[config.mk]
export PLATFORM = sky130hd
export DESIGN_NAME = joystick_axis_conditioner_top
export DESIGN_NICKNAME = d
export VERILOG_FILES = /design/src/sv/jac_pkg.sv /design/src/sv/jac_ctrl.sv /design/src/sv/jac_datapath.sv /design/src/sv/joystick_axis_conditioner_top.sv
export VERILOG_INCLUDE_DIRS = /design/src /design/src/sv
export SDC_FILE = /design/constraint.sdc
export NUM_CORES = 1
export LEC_CHECK = 0
export ABC_AREA = 0
export BUFFER_PORTS_ARGS = -buffer_cell sky130_fd_sc_hd__buf_2
export CAP_MARGIN = 20
export CORE_MARGIN = 5
export CORE_UTILIZATION = 54
export DETAILED_ROUTE_END_ITERATION = 7
export PLACE_DENSITY_LB_ADDON = 0.15
export SLEW_MARGIN = 20
export SYNTH_ARGS = -nofsm -noshare
export SYNTH_HDL_FRONTEND = slang
export SYNTH_HIERARCHICAL = 1
export SYNTH_SLANG_ARGS = --single-unit
[constraint.sdc]
create_clock -name clk -period 9.8 [get_ports clk]
set_input_delay 0.98 -clock clk [delete_from_list [all_inputs] [get_ports clk]]
set_output_delay 0.98 -clock clk [all_outputs]
set_load 0.01 [all_outputs]
[src/sv/joystick_axis_conditioner_top_assert.svh]
// assertion macros shared by the joystick axis conditioner modules
// no dependencies; included by jac_ctrl and jac_datapath
`ifndef JOYSTICK_AXIS_CONDITIONER_TOP_ASSERT_SVH
`define JOYSTICK_AXIS_CONDITIONER_TOP_ASSERT_SVH

// same-cycle implication, disabled while reset is asserted
`define JAC_ASSERT_NOW(lbl, clk, rstn, ante, cons, msg) \
	lbl: assert property (@(posedge clk) disable iff (!rstn) (ante) |-> (cons)) \
		else $error(msg);

// next-cycle implication, disabled while reset is asserted
`define JAC_ASSERT_NEXT(lbl, clk, rstn, ante, cons, msg) \
	lbl: assert property (@(posedge clk) disable iff (!rstn) (ante) |=> (cons)) \
		else $error(msg);

`endif

[src/sv/jac_pkg.sv]
// types and constants for the joystick axis conditioner
// no dependencies; imported by jac_ctrl, jac_datapath and the top level
package jac_pkg;

	// field widths
	localparam int RAW_W      = 12;
	localparam int CAL_W      = 12;
	localparam int DB_W       = 15;
	localparam int REV_W      = 4;
	localparam int NORM_W     = 16;
	localparam int VEL_W      = 15;
	localparam int TURN_W     = 16;
	localparam int Q_W        = 15;
	localparam int CFG_ADDR_W = 3;
	localparam int CFG_DATA_W = 15;
	localparam int S_TDATA_W  = 56;
	localparam int M_TDATA_W  = 120;

	// divider geometry: two quotient bits per cycle
	localparam int DIV_W     = 17;
	localparam int QUO_W     = 16;
	localparam int DIV_ITERS = 8;
	localparam int STEP_W    = 3;

	// axis sequencing
	localparam int NUM_AXES = 4;
	localparam int AX_W     = 2;
	localparam logic [AX_W-1:0] AX_LX = 2'd0;
	localparam logic [AX_W-1:0] AX_LY = 2'd1;
	localparam logic [AX_W-1:0] AX_RX = 2'd2;
	localparam logic [AX_W-1:0] AX_RY = 2'd3;

	// fixed-point constants
	localparam logic [Q_W-1:0] Q_MAX = 15'h7fff;
	localparam logic [15:0] Q_ONE = 16'h8000;
	// n/3 == (n * 43691) >> 17 for n below 2^16
	localparam logic [15:0] THIRD_RECIP = 16'd43691;
	localparam int THIRD_SHIFT = 17;

	// configuration register indexes
	typedef enum logic [CFG_ADDR_W-1:0] {
		REG_CAL_CENTER   = 3'd0,
		REG_CAL_MIN      = 3'd1,
		REG_CAL_MAX      = 3'd2,
		REG_DEAD_BAND    = 3'd3,
		REG_REVERSE_MASK = 3'd4
	} cfg_reg_t;

	// input item, first field in the lowest bits
	typedef struct packed {
		logic [5:0]       pad;
		logic             right_button;
		logic [RAW_W-1:0] right_y_raw;
		logic [RAW_W-1:0] right_x_raw;
		logic             left_button;
		logic [RAW_W-1:0] left_y_raw;
		logic [RAW_W-1:0] left_x_raw;
	} in_item_t;

	// result item, first field in the lowest bits
	typedef struct packed {
		logic [5:0]               pad;
		logic signed [TURN_W-1:0] turn_z;
		logic signed [VEL_W-1:0]  vel_y;
		logic signed [VEL_W-1:0]  vel_x;
		logic                     mode_toggled;
		logic                     drive_mode;
		logic                     right_active;
		logic                     left_active;
		logic signed [NORM_W-1:0] right_y_norm;
		logic signed [NORM_W-1:0] right_x_norm;
		logic signed [NORM_W-1:0] left_y_norm;
		logic signed [NORM_W-1:0] left_x_norm;
	} out_item_t;

	// controller states
	typedef enum logic [2:0] {
		ST_IDLE,
		ST_SCALE_INIT,
		ST_SCALE_DIV,
		ST_DZ_INIT,
		ST_DZ_DIV,
		ST_STORE,
		ST_VEL,
		ST_DONE
	} state_t;

	// commands from controller to datapath
	typedef struct packed {
		logic            load;
		logic            scale_init;
		logic            div_step;
		logic            dz_init;
		logic            store;
		logic            vel;
		logic            out_load;
		logic [AX_W-1:0] axis;
	} cmd_t;

	// status from datapath to controller
	typedef struct packed {
		logic out_free;
	} sts_t;

endpackage

[src/sv/jac_ctrl.sv]
// sequencing state machine for the joystick axis conditioner
// depends on jac_pkg and joystick_axis_conditioner_top_assert.svh
`include "joystick_axis_conditioner_top_assert.svh"

module jac_ctrl (
	input  logic          clk,
	input  logic          arst_n,
	input  logic          s_tvalid,
	output logic          s_tready,
	output jac_pkg::cmd_t cmd,
	input  jac_pkg::sts_t sts
);
	import jac_pkg::*;

	state_t state_q;
	state_t state_d;
	logic [AX_W-1:0] axis_q;
	logic [STEP_W-1:0] step_q;
	logic div_last;
	logic axis_last;

	assign div_last  = (step_q == STEP_W'(DIV_ITERS - 1));
	assign axis_last = (axis_q == AX_W'(NUM_AXES - 1));

	// next state
	always_comb begin
		state_d = state_q;
		case (state_q)
			ST_IDLE:       if (s_tvalid) state_d = ST_SCALE_INIT;
			ST_SCALE_INIT: state_d = ST_SCALE_DIV;
			ST_SCALE_DIV:  if (div_last) state_d = ST_DZ_INIT;
			ST_DZ_INIT:    state_d = ST_DZ_DIV;
			ST_DZ_DIV:     if (div_last) state_d = ST_STORE;
			ST_STORE:      state_d = axis_last ? ST_VEL : ST_SCALE_INIT;
			ST_VEL:        state_d = ST_DONE;
			ST_DONE:       if (sts.out_free) state_d = ST_IDLE;
			default:       state_d = ST_IDLE;
		endcase
	end

	// outputs
	always_comb begin
		s_tready       = 1'b0;
		cmd            = '0;
		cmd.axis       = axis_q;
		case (state_q)
			ST_IDLE: begin
				s_tready = 1'b1;
				cmd.load = s_tvalid;
			end
			ST_SCALE_INIT: cmd.scale_init = 1'b1;
			ST_SCALE_DIV:  cmd.div_step = 1'b1;
			ST_DZ_INIT:    cmd.dz_init = 1'b1;
			ST_DZ_DIV:     cmd.div_step = 1'b1;
			ST_STORE:      cmd.store = 1'b1;
			ST_VEL:        cmd.vel = 1'b1;
			ST_DONE:       cmd.out_load = sts.out_free;
			default:       cmd = '0;
		endcase
	end

	// state, axis and divider step counters
	always_ff @(posedge clk or negedge arst_n) begin
		if (!arst_n) begin
			state_q <= ST_IDLE;
			axis_q  <= '0;
			step_q  <= '0;
		end else begin
			state_q <= state_d;
			if (cmd.load) begin
				axis_q <= '0;
			end else if (cmd.store) begin
				axis_q <= axis_q + AX_W'(1);
			end
			if (cmd.div_step) begin
				step_q <= step_q + STEP_W'(1);
			end else begin
				step_q <= '0;
			end
		end
	end

	// checks
	`JAC_ASSERT_NEXT(a_busy_after_accept, clk, arst_n, s_tvalid && s_tready, !s_tready,
		"input accepted while a transaction is in progress")
	`JAC_ASSERT_NOW(a_load_needs_room, clk, arst_n, cmd.out_load, sts.out_free,
		"result loaded over an untaken result")
	`JAC_ASSERT_NEXT(a_div_length, clk, arst_n, state_q == ST_SCALE_DIV && div_last,
		state_q == ST_DZ_INIT, "scaling division ran past its step count")

endmodule

[src/sv/jac_datapath.sv]
// datapath: config registers, shared radix-4 divider, axis results and output register
// depends on jac_pkg and joystick_axis_conditioner_top_assert.svh
`include "joystick_axis_conditioner_top_assert.svh"

module jac_datapath #(
	parameter int ADC_BITS = 12
) (
	input  logic                                clk,
	input  logic                                arst_n,
	input  jac_pkg::cmd_t                       cmd,
	output jac_pkg::sts_t                       sts,
	input  logic [jac_pkg::S_TDATA_W-1:0]       s_tdata,
	input  logic                                cfg_we,
	input  logic [jac_pkg::CFG_ADDR_W-1:0]      cfg_addr,
	input  logic [jac_pkg::CFG_DATA_W-1:0]      cfg_wdata,
	output logic                                m_tvalid,
	input  logic                                m_tready,
	output logic [jac_pkg::M_TDATA_W-1:0]       m_tdata
);
	import jac_pkg::*;

	localparam logic [RAW_W-1:0] ADC_MASK =
		(ADC_BITS >= RAW_W) ? {RAW_W{1'b1}} : RAW_W'((1 << ADC_BITS) - 1);
	localparam int VMAG_W = 14;
	localparam int PROD_W = 31;

	// configuration registers
	logic [CAL_W-1:0] cal_center_q, cal_min_q, cal_max_q;
	logic [DB_W-1:0]  db_q;
	logic [REV_W-1:0] rev_q;

	always_ff @(posedge clk or negedge arst_n) begin
		if (!arst_n) begin
			cal_center_q <= 12'd2048;
			cal_min_q    <= 12'd0;
			cal_max_q    <= 12'd4095;
			db_q         <= '0;
			rev_q        <= '0;
		end else if (cfg_we) begin
			case (cfg_reg_t'(cfg_addr))
				REG_CAL_CENTER:   cal_center_q <= cfg_wdata[CAL_W-1:0];
				REG_CAL_MIN:      cal_min_q <= cfg_wdata[CAL_W-1:0];
				REG_CAL_MAX:      cal_max_q <= cfg_wdata[CAL_W-1:0];
				REG_DEAD_BAND:    db_q <= cfg_wdata[DB_W-1:0];
				REG_REVERSE_MASK: rev_q <= cfg_wdata[REV_W-1:0];
				default: ;
			endcase
		end
	end

	// input latch and mode tracking
	in_item_t in_q;
	in_item_t in_w;
	logic both_w;
	logic prev_q, mode_q, drive_q, toggled_q;

	assign in_w   = in_item_t'(s_tdata);
	assign both_w = in_w.left_button & in_w.right_button;

	always_ff @(posedge clk) begin
		if (cmd.load) begin
			in_q      <= in_w;
			drive_q   <= mode_q;
			toggled_q <= both_w & ~prev_q;
		end
	end

	always_ff @(posedge clk or negedge arst_n) begin
		if (!arst_n) begin
			prev_q <= 1'b0;
			mode_q <= 1'b0;
		end else if (cmd.load) begin
			prev_q <= both_w;
			if (both_w && !prev_q) mode_q <= ~mode_q;
		end
	end

	// deviation and span of the selected axis
	logic [RAW_W-1:0] raw_sel, raw_m, c_m, lo_m, hi_m, dev;
	logic signed [RAW_W:0] span;
	logic neg, span_pos, zero, sat;

	always_comb begin
		case (cmd.axis)
			AX_LX:   raw_sel = in_q.left_x_raw;
			AX_LY:   raw_sel = in_q.left_y_raw;
			AX_RX:   raw_sel = in_q.right_x_raw;
			AX_RY:   raw_sel = in_q.right_y_raw;
			default: raw_sel = in_q.left_x_raw;
		endcase
	end

	assign raw_m    = raw_sel & ADC_MASK;
	assign c_m      = cal_center_q & ADC_MASK;
	assign lo_m     = cal_min_q & ADC_MASK;
	assign hi_m     = cal_max_q & ADC_MASK;
	assign neg      = raw_m < c_m;
	assign dev      = neg ? (c_m - raw_m) : (raw_m - c_m);
	assign span     = neg ? $signed({1'b0, c_m} - {1'b0, lo_m})
	                      : $signed({1'b0, hi_m} - {1'b0, c_m});
	assign span_pos = !span[RAW_W] && (span != '0);
	assign zero     = (dev == '0);
	// quotient reaches full scale when dev is nonzero and the span is degenerate or dev >= span
	assign sat      = !zero && (!span_pos || ({1'b0, dev} >= $unsigned(span)));

	// shared divider, two restoring steps per cycle
	logic [DIV_W-1:0] rem_q, div_q;
	logic [QUO_W-1:0] quo_q;
	logic [DIV_W-1:0] r1, r1s, r2, r2s;
	logic b1, b2;
	logic [Q_W-1:0] quo_mag;

	assign r1      = {rem_q[DIV_W-2:0], 1'b0};
	assign b1      = r1 >= div_q;
	assign r1s     = b1 ? (r1 - div_q) : r1;
	assign r2      = {r1s[DIV_W-2:0], 1'b0};
	assign b2      = r2 >= div_q;
	assign r2s     = b2 ? (r2 - div_q) : r2;
	// sixteen quotient bits of rem*2^16/div, halved for the Q1.15 scale
	assign quo_mag = quo_q[QUO_W-1:1];

	// deadzone decision on the scaled magnitude
	logic neg_q, sat_q, zero_q, dz_q;
	logic [NUM_AXES-1:0] act_q;
	logic [Q_W-1:0] mag;
	logic act;

	assign mag = zero_q ? '0 : (sat_q ? Q_MAX : quo_mag);
	assign act = mag >= db_q;

	always_ff @(posedge clk) begin
		if (cmd.scale_init) begin
			neg_q  <= neg;
			sat_q  <= sat;
			zero_q <= zero;
			quo_q  <= '0;
			if (sat || zero) begin
				rem_q <= '0;
				div_q <= DIV_W'(1);
			end else begin
				rem_q <= DIV_W'(dev);
				div_q <= DIV_W'($unsigned(span));
			end
		end else if (cmd.dz_init) begin
			act_q[cmd.axis] <= act;
			dz_q            <= !act;
			quo_q           <= '0;
			if (act) begin
				rem_q <= DIV_W'(mag - db_q);
				div_q <= DIV_W'(Q_ONE - {1'b0, db_q});
			end else begin
				rem_q <= '0;
				div_q <= DIV_W'(1);
			end
		end else if (cmd.div_step) begin
			rem_q <= r2s;
			quo_q <= {quo_q[QUO_W-3:0], b1, b2};
		end
	end

	// signed axis result with reverse mask
	logic signed [NORM_W-1:0] axv_q [NUM_AXES];
	logic signed [NORM_W-1:0] v_pos;
	logic flip;

	assign v_pos = $signed({1'b0, (dz_q ? {Q_W{1'b0}} : quo_mag)});
	assign flip  = neg_q ^ rev_q[cmd.axis];

	always_ff @(posedge clk) begin
		if (cmd.store) axv_q[cmd.axis] <= flip ? -v_pos : v_pos;
	end

	// velocity magnitudes: divide by three via reciprocal, by two via shift
	logic [NORM_W-1:0] lx_abs, ly_abs, ry_abs;
	logic [PROD_W-1:0] px, py;
	logic [VMAG_W-1:0] vx_mag_q, vy_mag_q, tz_mag_q;
	logic vx_neg_q, vy_neg_q, tz_neg_q;

	assign lx_abs = axv_q[AX_LX][NORM_W-1] ? NORM_W'(-axv_q[AX_LX]) : NORM_W'(axv_q[AX_LX]);
	assign ly_abs = axv_q[AX_LY][NORM_W-1] ? NORM_W'(-axv_q[AX_LY]) : NORM_W'(axv_q[AX_LY]);
	assign ry_abs = axv_q[AX_RY][NORM_W-1] ? NORM_W'(-axv_q[AX_RY]) : NORM_W'(axv_q[AX_RY]);
	assign px     = PROD_W'(lx_abs[Q_W-1:0]) * PROD_W'(THIRD_RECIP);
	assign py     = PROD_W'(ly_abs[Q_W-1:0]) * PROD_W'(THIRD_RECIP);

	always_ff @(posedge clk) begin
		if (cmd.vel) begin
			vx_mag_q <= px[THIRD_SHIFT +: VMAG_W];
			vy_mag_q <= py[THIRD_SHIFT +: VMAG_W];
			tz_mag_q <= ry_abs[Q_W-1:1];
			vx_neg_q <= !axv_q[AX_LX][NORM_W-1];
			vy_neg_q <= axv_q[AX_LY][NORM_W-1];
			tz_neg_q <= !axv_q[AX_RY][NORM_W-1];
		end
	end

	// result assembly
	out_item_t out_w, out_q;
	logic signed [VEL_W-1:0]  vx_ext, vy_ext;
	logic signed [TURN_W-1:0] tz_ext;

	assign vx_ext = $signed({1'b0, vx_mag_q});
	assign vy_ext = $signed({1'b0, vy_mag_q});
	assign tz_ext = $signed({2'b00, tz_mag_q});

	always_comb begin
		out_w              = '0;
		out_w.left_x_norm  = axv_q[AX_LX];
		out_w.left_y_norm  = axv_q[AX_LY];
		out_w.right_x_norm = axv_q[AX_RX];
		out_w.right_y_norm = axv_q[AX_RY];
		out_w.left_active  = act_q[AX_LX] | act_q[AX_LY];
		out_w.right_active = act_q[AX_RX] | act_q[AX_RY];
		out_w.drive_mode   = drive_q;
		out_w.mode_toggled = toggled_q;
		if (drive_q) begin
			out_w.vel_x  = vx_neg_q ? -vx_ext : vx_ext;
			out_w.vel_y  = vy_neg_q ? -vy_ext : vy_ext;
			out_w.turn_z = tz_neg_q ? -tz_ext : tz_ext;
		end
	end

	// output register, one transaction deep
	logic out_valid_q;

	always_ff @(posedge clk) begin
		if (cmd.out_load) out_q <= out_w;
	end

	always_ff @(posedge clk or negedge arst_n) begin
		if (!arst_n) begin
			out_valid_q <= 1'b0;
		end else if (cmd.out_load) begin
			out_valid_q <= 1'b1;
		end else if (m_tready) begin
			out_valid_q <= 1'b0;
		end
	end

	assign sts.out_free = !out_valid_q || m_tready;
	assign m_tvalid     = out_valid_q;
	assign m_tdata      = out_q;

	// checks
	`JAC_ASSERT_NOW(a_rem_below_div, clk, arst_n, cmd.div_step, rem_q < div_q,
		"divider remainder not below divisor")
	`JAC_ASSERT_NEXT(a_load_shows, clk, arst_n, cmd.out_load, m_tvalid,
		"loaded result not presented")
	`JAC_ASSERT_NOW(a_arm_no_vel, clk, arst_n, m_tvalid && !out_q.drive_mode,
		out_q.vel_x == '0 && out_q.vel_y == '0 && out_q.turn_z == '0,
		"velocity nonzero in arm control mode")

endmodule

[src/sv/joystick_axis_conditioner_top.sv]
// top level of the joystick axis conditioner
// depends on jac_pkg, jac_ctrl and jac_datapath
//
// usage:
//   s_* carries one transaction per tick: four raw stick samples and two switches.
//   m_* returns one transaction per input: conditioned Q1.15 axes, active flags,
//   mode flags and drive velocities.
//   cfg_we/cfg_addr/cfg_wdata write calibration, deadzone and reverse mask; write
//   only while the block is idle.
// timing:
//   a new item is taken only after the last result has been loaded into the output register;
//   the four axes share one divider retiring two quotient bits per cycle, and each axis needs
//   a setup step, a scaling division, a setup step, a deadzone division and a store step.
//   the output register holds a finished result while the next item is taken in;
//   a stalled receiver holds the block in its final step until the result leaves.
// reset:
//   arst_n clears the handshakes, mode (arm control), switch history and loads
//   the default calibration; no result is pending afterwards.
module joystick_axis_conditioner_top #(
	parameter int ADC_BITS = 12
) (
	input  logic                           clk,
	input  logic                           arst_n,
	input  logic                           s_tvalid,
	output logic                           s_tready,
	// left_x_raw, left_y_raw, left_button, right_x_raw, right_y_raw, right_button, zero pad
	input  logic [jac_pkg::S_TDATA_W-1:0]  s_tdata,
	output logic                           m_tvalid,
	input  logic                           m_tready,
	// left_x_norm, left_y_norm, right_x_norm, right_y_norm, left_active, right_active,
	// drive_mode, mode_toggled, vel_x, vel_y, turn_z, zero pad
	output logic [jac_pkg::M_TDATA_W-1:0]  m_tdata,
	input  logic                           cfg_we,
	input  logic [jac_pkg::CFG_ADDR_W-1:0] cfg_addr,
	input  logic [jac_pkg::CFG_DATA_W-1:0] cfg_wdata
);
	import jac_pkg::*;

	cmd_t cmd;
	sts_t sts;

	// sequencing
	jac_ctrl u_ctrl (
		.clk      (clk),
		.arst_n   (arst_n),
		.s_tvalid (s_tvalid),
		.s_tready (s_tready),
		.cmd      (cmd),
		.sts      (sts)
	);

	// arithmetic and storage
	jac_datapath #(
		.ADC_BITS (ADC_BITS)
	) u_datapath (
		.clk       (clk),
		.arst_n    (arst_n),
		.cmd       (cmd),
		.sts       (sts),
		.s_tdata   (s_tdata),
		.cfg_we    (cfg_we),
		.cfg_addr  (cfg_addr),
		.cfg_wdata (cfg_wdata),
		.m_tvalid  (m_tvalid),
		.m_tready  (m_tready),
		.m_tdata   (m_tdata)
	);

endmodule
==> impl_metrics.tcl <==
set metrics [dict create \
    outcome "completed" \
    cp.arrival_ns 8.19 \
    netlist_top_cells_count "inv_1, ha_1, edfxtp_1" \
    synth_area_per_cell_um2 11.1 \
    synth_top_family_by_area "adder cells" \
    hold_path.class "flop to flop" \
    synth_mux_area_share_pct 4.16 \
    viasPerCell 5.61 \
    worstSetupEndpointType "flop" \
    num_io_pins 201 \
    syn_inst 2556 \
    rsz0062_at_grt "no" \
    synth_area_mm2 0.0285 \
    min_period_ns 7.87 \
    drcViolationCount 0 \
    synthTopCellsByArea "edfxtp_1, ha_1, fa_1" \
    synth_ff_type "edfxtp_1" \
    synth_adder_area_share_pct 22.9 \
    final-seq-area_mm2 0.0114 \
    netlist.area_leader.share_pct 33.0 \
    postSynth.asyncResetShare_pct 16.7 \
    cts_setup_buffers 0 \
    clockBufferDepth 3 \
    numCtsBuffers 44 \
    cp.required_ns 10.12 \
    setup_viol 0 \
    maxSlewViolCount 0 \
    die_w_um 240 \
    clk_pin_slew_ns 0.06 \
    cts_hold_buf 0 \
    relSlewSlack_pct 30.5 \
    tns_ns 0 \
    fmax_ghz 0.127 \
    insertion_delay_ns 0.58 \
    ant_nets 0 \
    cts_resized 0 \
    multiInputGateArea_mm2 0.0156 \
    root_buffer "clkbuf_16" \
    grt-ovfl-total 0 \
    hold_viol_final 0 \
    cts.sinks 395 \
    first_iter_violations 1146 \
    port_buffers 188 \
    synth_seq_cells 395 \
    initial_utilization_pct 54.3 \
    finClkSkew_ns 0.0240 \
    fp.dieH_um 240 \
    fin_nets 3278 \
    ys_warn_count 6 \
    core_area_mm2 0.0524 \
    setup.worst_path.start_class "flop" \
    first_pass_iters 5 \
    worstPathMaxFanout 5 \
    min_period_over_period_pct 80.3 \
    vias 19495 \
    crit_type "flop to flop" \
    synth_cell_types 102 \
    grt_pass1_vias 19569 \
    cts_tree "built" \
    maxCapViolations 0 \
    synthXorXnorAreaFrac_pct 6.02 \
    synth_compound_area_share_pct 11.3 \
    wl_per_cell_um 18.8 \
    antenna_found_initial 0 \
    drive_above_1_share_pct 14.4 \
    synth_seq_area_share_pct 40.0 \
    place.gp.congestion 0.910 \
    dpl.hpwl_um 52400 \
    yosys.cell_count.top_type "inv_1" \
    dieArea_mm2 0.0574 \
    track_usage_pct 22.6 \
    grt_max_degree 75 \
    grt_first_pass_wirelength_um 103000 \
    fillers 4318 \
    yosysTopAreaCell "edfxtp_1" \
    synth_edf_count 313 \
    wl_um 65400 \
    synthSimpleGateAreaFrac_pct 10.2 \
    worstMarginPinSlew_ns 1.04 \
    area_delta_synth_final_pct 11.5 \
    placementRows 84 \
    h-tree-depth 2 \
]
## flip-flops by register name, indices dropped and copies added, names as in the netlist, 12 cells and up
name / cells
u_datapath/vx_mag_q: 14
u_datapath/axv_q: 64
u_datapath/c_m: 12
u_datapath/vy_mag_q: 14
u_datapath/db_q: 15
u_datapath/quo_q: 16
u_datapath/m_tdata: 114
u_datapath/rem_q: 16
u_datapath/cal_min_q: 12
u_datapath/in_q: 48
u_datapath/tz_mag_q: 14
u_datapath/div_q: 16
u_datapath/cal_max_q: 12
## layout make-up
cell class,count,share of cell area [%]
Multi-Input combinational cell,1784,49.2
Sequential cell,395,35.9
Clock buffer,53,3.91
Inverter,324,3.85
Timing Repair Buffer,204,3.36
Tap cell,688,2.71
Clock inverter,29,1.08
Antenna cell,1,0.00788
## worst paths after layout
path | startpoint | end | slack [ns] | cells past startpoint
worst max-delay path | u_datapath/axv_q[1][1]$_DFFE_PP_ | u_datapath/vy_mag_q[13]$_DFFE_PP_ | 1.93 | 25
worst min-delay path | u_datapath/axv_q[2][10]$_DFFE_PP_ | u_datapath/m_tdata[42]$_DFFE_PP_ | 0.42 | 0
worst max register to register | u_datapath/axv_q[1][1]$_DFFE_PP_ | u_datapath/vy_mag_q[13]$_DFFE_PP_ | 1.93 | 25
min in group asynchronous | arst_n | u_datapath/cal_min_q[6]$_DFFE_PN0P_ | 0.60 | 2
max in group asynchronous | arst_n | u_datapath/db_q[12]$_DFFE_PN0P_ | 8.64 | 2
worst min register to register | u_datapath/axv_q[2][10]$_DFFE_PP_ | u_datapath/m_tdata[42]$_DFFE_PP_ | 0.42 | 0
## cell families (layout without fill, tap and decap cells)
family / count (synthesis) / count (layout)
buffers and inverters: 382 / 610
multiplexers: 97 / 97
AND/OR/NAND/NOR: 569 / 569
flip-flops: 395 / 395
adder cells (fa/ha/maj): 446 / 446
AO/OA/AOI/OAI: 471 / 471
XOR/XNOR: 195 / 195
other: 1 / 7
## metrics by stage
step	std cells	hold slack (ns)	util (%)	setup WS [ns]	instance area, µm²
2_1_floorplan	2561	0.400	-	2.49	28500
3_3_place_gp	3394	0.403	57.5	1.98	30200
3_5_place_dp	3395	0.405	57.5	1.94	30200
4_1_cts	3477	0.418	60.5	1.89	31800
5_1_grt	3477	0.423	60.5	1.45	31800
6_report	3478	0.417	60.5	1.93	31800
## per-layer routing
metal | wire length [µm] | GRT usage (%) | up-vias | part of all wire [%]
met5 | 0 | 0 | - | 0
met4 | 2220 | 7.14 | 0 | 3.4
met3 | 3760 | 3.52 | 119 | 5.7
met2 | 31300 | 38.1 | 515 | 48
met1 | 28100 | 30.2 | 9434 | 43
li1 | - | - | 9427 | -
## layout by cell type, fill, tap and decap left out, types with 18 or more instances in the layout
cell	n
mux2i_1	42
buf_2	188
clkbuf_16	49
and2_1	47
o21a_1	33
nand3_1	18
fa_1	127
inv_1	321
nand2_1	127
mux2_2	42
nor2_1	155
xnor2_1	143
a211oi_1	18
xor2_1	51
o31ai_1	26
nor3_1	39
a21o_1	41
o21ai_0	105
dfrtp_1	53
or3_1	23
ha_1	319
edfxtp_1	313
a21oi_1	97
nand2b_1	39
nor2b_1	30
## worst max-delay path: stages (launching register included)
cell and delay [ns]:
edfxtp_1 0.42, or3_1 0.42, or4_1 0.42, nand2b_1 0.19, o21ai_0 0.22, xor2_1 0.38
inv_1 0.16, ha_1 0.30, inv_1 0.05, fa_1 0.57, fa_1 0.45, fa_1 0.53
inv_1 0.06, fa_1 0.50, fa_1 0.41, ha_1 0.32, a21o_1 0.19, a21oi_1 0.17
o221ai_1 0.17, a221oi_2 0.41, o21ai_1 0.18, o21a_1 0.26, a311oi_2 0.39, a21oi_1 0.16
a21oi_1 0.19, xnor2_1 0.08
Power is left out: the tool's default activity adds up to more than one toggle a clock period on the data nets, which glitch-free logic cannot reach.
